### config.mk
export PLATFORM = sky130hd
export DESIGN_NAME = acdc_nls_mod_unit
export DESIGN_NICKNAME = d
export VERILOG_FILES = /design/src/hdl/acdc_nls_pkg.sv /design/src/hdl/acdc_nls_mod_unit.sv
export SDC_FILE = /design/constraint.sdc
export NUM_CORES = 1
export LEC_CHECK = 0
export ABC_AREA = 1
export BUFFER_PORTS_ARGS = -buffer_cell sky130_fd_sc_hd__buf_2
export CAP_MARGIN = 20
export CORE_ASPECT_RATIO = 0.7
export CORE_MARGIN = 2
export CORE_UTILIZATION = 56
export DETAILED_ROUTE_END_ITERATION = 10
export PLACE_DENSITY = 0.87
export SLEW_MARGIN = 40
export SYNTH_ARGS = -nofsm -noshare
export SYNTH_HDL_FRONTEND = slang
export SYNTH_SLANG_ARGS = --single-unit
### constraint.sdc
create_clock -name clk_i -period 3 [get_ports clk_i]
set_clock_uncertainty 0.15 [all_clocks]
set_input_delay 0.6 -clock clk_i [delete_from_list [all_inputs] [get_ports clk_i]]
set_output_delay 0.6 -clock clk_i [all_outputs]
set_load 0.05 [all_outputs]
### src/hdl/acdc_nls_pkg.sv
package acdc_nls_pkg;

  localparam int unsigned MAX_MB_WIDTH_DEF = 128;
  localparam int unsigned COEFS_PER_BLOCK  = 16;

  localparam int unsigned COEF_W     = $clog2(COEFS_PER_BLOCK);
  localparam int unsigned POS_W      = 14;
  localparam int unsigned DATA_W     = 16;
  localparam int unsigned MBW_W      = 8;
  localparam int unsigned PXB_W      = 4;
  localparam int unsigned CFG_DATA_W = 8;
  localparam int unsigned CFG_IDX_W  = 1;

  // configuration register indexes
  localparam logic [CFG_IDX_W-1:0] CFG_MB_WIDTH   = 1'b0;
  localparam logic [CFG_IDX_W-1:0] CFG_PIXEL_BITS = 1'b1;

  localparam logic [MBW_W-1:0] MB_WIDTH_RST   = 8'd22;
  localparam logic [PXB_W-1:0] PIXEL_BITS_RST = 4'd8;
  localparam logic [PXB_W-1:0] PIXEL_BITS_MAX = 4'd12;

  localparam logic [COEF_W-1:0] DC_INDEX   = '0;
  localparam logic [COEF_W-1:0] LAST_INDEX = '1;

  typedef struct packed {
    logic [POS_W-1:0]         mb_position;
    logic                     resync;
    logic [COEF_W-1:0]        coef_index;
    logic signed [DATA_W-1:0] prev_block1_coef;
    logic signed [DATA_W-1:0] prev_block2_coef;
    logic signed [DATA_W-1:0] prev_block3_coef;
  } in_t;

  typedef struct packed {
    logic [COEF_W-1:0]        out_index;
    logic signed [DATA_W-1:0] left_top_coef;
    logic signed [DATA_W-1:0] above_left_coef;
    logic signed [DATA_W-1:0] above_coef;
    logic signed [DATA_W-1:0] above_right_coef;
    logic signed [DATA_W-1:0] left_bottom_coef;
    logic                     last;
  } out_t;

  // status of the remainder unit
  typedef struct packed {
    logic busy;
    logic done;
  } div_stat_t;

  // default DC neighbour, 2^(bits+2), bits saturated at twelve
  function automatic logic [DATA_W-1:0] default_dc(input logic [PXB_W-1:0] bits);
    logic [PXB_W-1:0] b;
    b = (bits > PIXEL_BITS_MAX) ? PIXEL_BITS_MAX : bits;
    return DATA_W'(1) << ({1'b0, b} + 5'd2);
  endfunction

endpackage

### src/hdl/acdc_nls_mod_unit.sv
module acdc_nls_mod_unit #(
  parameter int unsigned DVD_W = 14,
  parameter int unsigned DVS_W = 8
) (
  input  logic                    clk_i,
  input  logic                    rst_ni,
  input  logic                    start_i,
  input  logic [DVD_W-1:0]        dividend_i,
  input  logic [DVS_W-1:0]        divisor_i,
  output acdc_nls_pkg::div_stat_t stat_o,
  output logic [DVS_W-1:0]        rem_o
);

  import acdc_nls_pkg::*;

  localparam int unsigned CNT_W = $clog2(DVD_W + 1);

  logic [DVD_W-1:0] dvd_q;
  logic [DVS_W-1:0] dvs_q;
  logic [DVS_W-1:0] rem_q;
  logic [CNT_W-1:0] cnt_q;
  logic             busy_q;
  logic             done_q;

  logic [DVS_W:0] trial;
  logic [DVS_W:0] trial_sub;
  logic           take;

  // restoring step: shift one dividend bit into the partial remainder
  always_comb begin
    trial     = {rem_q, dvd_q[DVD_W-1]};
    take      = trial >= {1'b0, dvs_q};
    trial_sub = trial - {1'b0, dvs_q};
  end

  always_ff @(posedge clk_i or negedge rst_ni) begin
    if (!rst_ni) begin
      busy_q <= 1'b0;
      done_q <= 1'b0;
      cnt_q  <= '0;
      dvd_q  <= '0;
      dvs_q  <= '0;
      rem_q  <= '0;
    end else begin
      done_q <= 1'b0;
      if (start_i) begin
        busy_q <= 1'b1;
        cnt_q  <= CNT_W'(DVD_W);
        dvd_q  <= dividend_i;
        dvs_q  <= divisor_i;
        rem_q  <= '0;
      end else if (busy_q) begin
        rem_q <= take ? DVS_W'(trial_sub) : DVS_W'(trial);
        dvd_q <= dvd_q << 1;
        cnt_q <= cnt_q - CNT_W'(1);
        if (cnt_q == CNT_W'(1)) begin
          busy_q <= 1'b0;
          done_q <= 1'b1;
        end
      end
    end
  end

  assign stat_o.busy = busy_q;
  assign stat_o.done = done_q;
  assign rem_o       = rem_q;

  // no restart while a remainder is being worked out
  a_no_restart: assert property (@(posedge clk_i) disable iff (!rst_ni)
    busy_q |-> !start_i)
    else $error("remainder unit restarted while busy");

  a_done_after_busy: assert property (@(posedge clk_i) disable iff (!rst_ni)
    done_q |-> $past(busy_q))
    else $error("remainder done without a running step");

  a_rem_below_divisor: assert property (@(posedge clk_i) disable iff (!rst_ni)
    (busy_q && !start_i && dvs_q != '0) |=> (rem_q < dvs_q))
    else $error("partial remainder not below divisor");

endmodule

=== Word-level counts from Yosys, hierarchy flattened ===
Index checks and enable logic that the tools add are counted.

* Word-level logic and storage cells: 24
* Bits in registers: 36

* Muxes and demuxes: 13
* Equal/unequal tests: 1
* Reduce and logical (&&, ||, !) cells: 1
* $lt $le $gt $ge: 1
* $add $sub $neg: 2

{| class="wikitable"
|+ Operators by type and width
! operator !! count
|-
| $mux 14 || 2
|-
| $mux 8 || 3
|-
| $ge 9x8->1 || 1
|-
| $mux 4 || 2
|-
| $sub 8x8->8 || 1
|-
| $mux 1 || 6
|-
| $eq 4x1->1 const B || 1
|-
| $sub 4x1->4 const B || 1
|-
| $reduce_bool 2->1 || 1
|}

=== Depth between registers and ports, before layout ===
* Depth after elaboration: 4
* Mapped depth: 12
* Depth with buffers taken out: 12

=== Least setup slack after synthesis ===
OpenSTA, ideal clock, no wires.

* Kind: flip-flop to flip-flop
* Start: register rem_q[0], in the netlist rem_o[0]
* End: register rem_q[6], in the netlist rem_o[6]
* Arrival time: 1728 ps
* Setup time: 118 ps
* Slack: 1004 ps
* Cell stages (with the launch flop): 11
* Buffers on the path: 0
* Cells stage by stage: dfrtp_1 inv_1 fa_1 inv_1 nand3_1 nand3_1 nand2_1 nand2_1 nand2_1 nand3_1 nand2_1

* Word-level cells in the longest chain between the ends: 4

{| class="wikitable"
|+ RTL lines
! item !! line !! source
|-
| start: declaration || acdc_nls_mod_unit.sv:20 || <nowiki>logic [DVS_W-1:0] rem_q;</nowiki>
|-
| start signal: assignment || acdc_nls_mod_unit.sv:53 || <nowiki>rem_q <= take ? DVS_W'(trial_sub) : DVS_W'(trial);</nowiki>
|-
| $sub 8x8->8 or $ge 9x8->1 (tied branches) || acdc_nls_mod_unit.sv:33, acdc_nls_mod_unit.sv:32 ||
|-
| $mux 8 (*) || acdc_nls_mod_unit.sv:53 ||
|-
| $mux 8 (*) || acdc_nls_mod_unit.sv:52 || <nowiki>end else if (busy_q) begin</nowiki>
|-
| $mux 8 (*) || acdc_nls_mod_unit.sv:46 || <nowiki>if (start_i) begin</nowiki>
|}

Every way passes the cells marked *; elsewhere a longest branch is shown, timed or not. The select of a mux whose other input is x is not followed.
A chain may end at the register's enable or synchronous reset.

=== Worst setup path in the final report ===
* Start: input start_i
* End: register dvd_q[8]

* Word-level cells in the longest chain between the ends: 1

{| class="wikitable"
|+ RTL lines
! item !! line !! source
|-
| start: declaration || acdc_nls_mod_unit.sv:7 || <nowiki>input logic start_i,</nowiki>
|-
| $mux 14 or $reduce_bool 2->1 (tied branches) || n/a ||
|-
| end signal: assignment || acdc_nls_mod_unit.sv:49 || <nowiki>dvd_q <= dividend_i;</nowiki>
|-
| end signal: assignment || acdc_nls_mod_unit.sv:54 || <nowiki>dvd_q <= dvd_q << 1;</nowiki>
|-
| end: declaration || acdc_nls_mod_unit.sv:18 || <nowiki>logic [DVD_W-1:0] dvd_q;</nowiki>
|}

Parallel ways exist; a longest one is shown, timed or not.

==> run metrics <==
Initial Utilization 0.593; Post-Route WL 4240 µm; Yosys cell types 30; Mapped Area approximately 0.0021 mm²; Leakage Power about 1.3 nW; Final WS setup roughly 870 ps; dpl ws ~590 ps; CP Data Arrival Time approximately 2200 ps; Via density 5.17; Worst-Margin Slew around 700 ps; maximum clock frequency 0.470 GHz; Synth top area share 0.427; total CTS buffers 5; row count 18; Setup Fix Bufs, Post-CTS 0; largest net degree at the start of global routing 37; worst reg-to-reg setup slack 1000 ps; Filler Cell Count approximately 320; drc violations 0; Final Wtd Congestion slightly above 0.8; # diodes 0; status complete, no violations; io pins 35; sequential share of the synthesized area 0.427; final slew viol count 0; Sink Count 36; top_reg_cell synth dfrtp_1; busiest grt layer met2; RSZ-0062 raised after global routing false; CTS tree built; setup TNS 0 ps; number of flops mapped to enable cells by yosys 0; P per Cell Area 819 mW/mm²; worst-path cell chain buf_2 -> nor2_1 -> inv_1 -> o221ai_1; ys async rst share 1.00; M2 GR Usage 0.335; internal power roughly 1.1 mW; syn nets between 200 and 300; met1 Track Usage GR 0.311; CTS Buffer Depth 2; slowest CP cell nor2_1; Die W between 70 and 80 µm; Fin. Hold Viols 0; Yosys warnings 0; Max VDD drop 0.000426 V; RR Startpoint busy_q; total power ~2.0 mW; Worst path top cell family by delay buffers and inverters; Final min period 2130 ps; initial antenna violation count 0; height of the die ~55 µm; startpoint types primary input; Antenna Nets Post-Route 0; sequential share of power 0.313; Root Buffer clkbuf_8; via count approximately 1800; Syn Area/Cell roughly 8.1 µm²; die area roughly 0.0043 mm²; share of cells above drive strength 1 0.185; Final nets around 330; Switch Pwr approximately 850 µW; worst reg2reg path depth 4; Buf/Inv on CP 2; reg2reg end dvd_q[8]; Synth area leaders dfrtp_1 43%, nand2_1 14%, inv_1 8.7%; clk slew on worst S/H paths approximately 70 ps; cts repair resizes 0; drt wl/cell ~12 µm; met3 Use GR 0.0556; CP endpoint kind register; number of global-route vias before repair 1649; GRT Total Usage 0.217; max-cap violation count 0; grt total ovfl 0; Tightest Hold Check Type in -> async; share of the cycle needed by the critical path after routing 0.710; Iter 0 DRT Violations about 120; Final setup viols 0; kind of critical path in -> reg; buffers added on ports 34; #FFs+latches synth 36; H-tree level count 2; Core ar. approximately 0.0036 mm²; cts hold-fix bufs 0; Max-Slew Margin vs Limit 0.529; Syn Inst Count around 260; Crit path required time between 3000 and 4000 ps; Clock Power Share 0.211; total iterations of the first detailed-routing run 4; max incr delay on CP ~630 ps; sw frac 0.432; first-pass GRT wire length 7360 µm; worst-skew pair later-pin latency 290 ps; Comb pwr share 0.475; crit-path max FO 35; top cell type by total area after synthesis dfrtp_1; layout overhead on the synthesized area 13.9%; post-DP HPWL around 3200 µm
==> final cells by class <==
class,count,area [µm²],area share
multi-input cells,164,973,0.405
flip-flops and latches,36,901,0.375
inverters,50,188,0.0780
repair buffers,34,173,0.0718
clock buffers,6,72.6,0.0302
well taps,50,62.6,0.0260
clock inverters,2,35.0,0.0146
==> power by group through the flow <==
stage / sequential, mW / combinational, mW / clock [mW]
after detailed placement: 0.625 / 0.930 / 0
final: 0.617 / 0.935 / 0.416
after global placement: 0.622 / 0.904 / 0
after CTS: 0.616 / 0.936 / 0.421
after floorplan: 0.751 / 0.609 / 0
after global routing: 0.626 / 1.05 / 0.446
==> cell usage in the layout, fill, tap and decap left out, types with 3 or more instances in the layout <==
cell	count
a21oi_1	5
nand2_2	3
o21ai_0	12
ha_1	10
inv_1	49
nand3_1	13
nand4_1	10
nand2_1	79
clkbuf_8	5
buf_2	33
dfrtp_1	36
o221ai_1	13
nor2_1	3
==> synth_stat cells (2+ instances only) <==
| master | count |
|---|---|
| nand4_1 | 10 |
| nor2_1 | 3 |
| nand2_1 | 79 |
| xor2_1 | 2 |
| ha_1 | 10 |
| inv_1 | 49 |
| buf_4 | 3 |
| buf_2 | 3 |
| nand2_2 | 3 |
| dfrtp_1 | 36 |
| o21ai_0 | 12 |
| o221ai_1 | 13 |
| clkbuf_1 | 2 |
| nor2_4 | 2 |
| nand3_1 | 13 |
| a21oi_1 | 5 |
==> cells by family (layout without fill, tap and decap cells) <==
family,Yosys count,in the layout,synth area share
AOI/OAI and AO/OA,32,32,0.106
buffers and inverters,59,92,0.112
and+or+nand+nor,118,118,0.274
DFF,36,36,0.427
xor gates and xnor gates,3,3,0.0125
adders and majority gates,11,11,0.0688
==> through the flow <==
| stage | area [µm²] | instances | hold slack, ps | util |
|---|---|---|---|---|
| 2_1_floorplan | 2110 | 259 | 154 | - |
| 3_5_place_dp | 2290 | 334 | 340 | 0.645 |
| 6_report | 2400 | 342 | 103 | 0.676 |
| 5_1_grt | 2400 | 342 | 138 | 0.676 |
| 4_1_cts | 2400 | 342 | 263 | 0.675 |
| 3_3_place_gp | 2290 | 334 | 331 | 0.645 |
==> registers in the layout (all words and copies together), names as in the netlist <==
signal and count:
busy_q 1, cnt_q 4, dvs_q 8, dvd_q 14
done_q 1, rem_o 8
==> how the worst max path moves through the flow <==
stage                           to  slack, ps  cells after the start      from
after floorplan           rem_o[6]       1000                     10  rem_o[0]
after global placement    dvd_q[1]        720                      4   start_i
after detailed placement  dvd_q[5]        590                      4   start_i
after CTS                 dvd_q[5]        910                      4   start_i
after global routing      dvd_q[3]        740                      4   start_i
final                     dvd_q[8]        870                      4   start_i
==> worst register-to-register path: cells and delay by family, from the launching register on <==
family / cells / cell delay (ps)
and+or+nand+nor: 1 / 540
DFF: 1 / 490
buffers and inverters: 2 / 460
AOI/OAI and AO/OA: 1 / 270
==> routing by layer <==
metal	up-vias	wire (µm)
met5	-	0
met4	0	14
met3	3	222
met2	43	1940
met1	821	2070
li1	900	-
No activity file was read; power rests on OpenSTA's default activity.
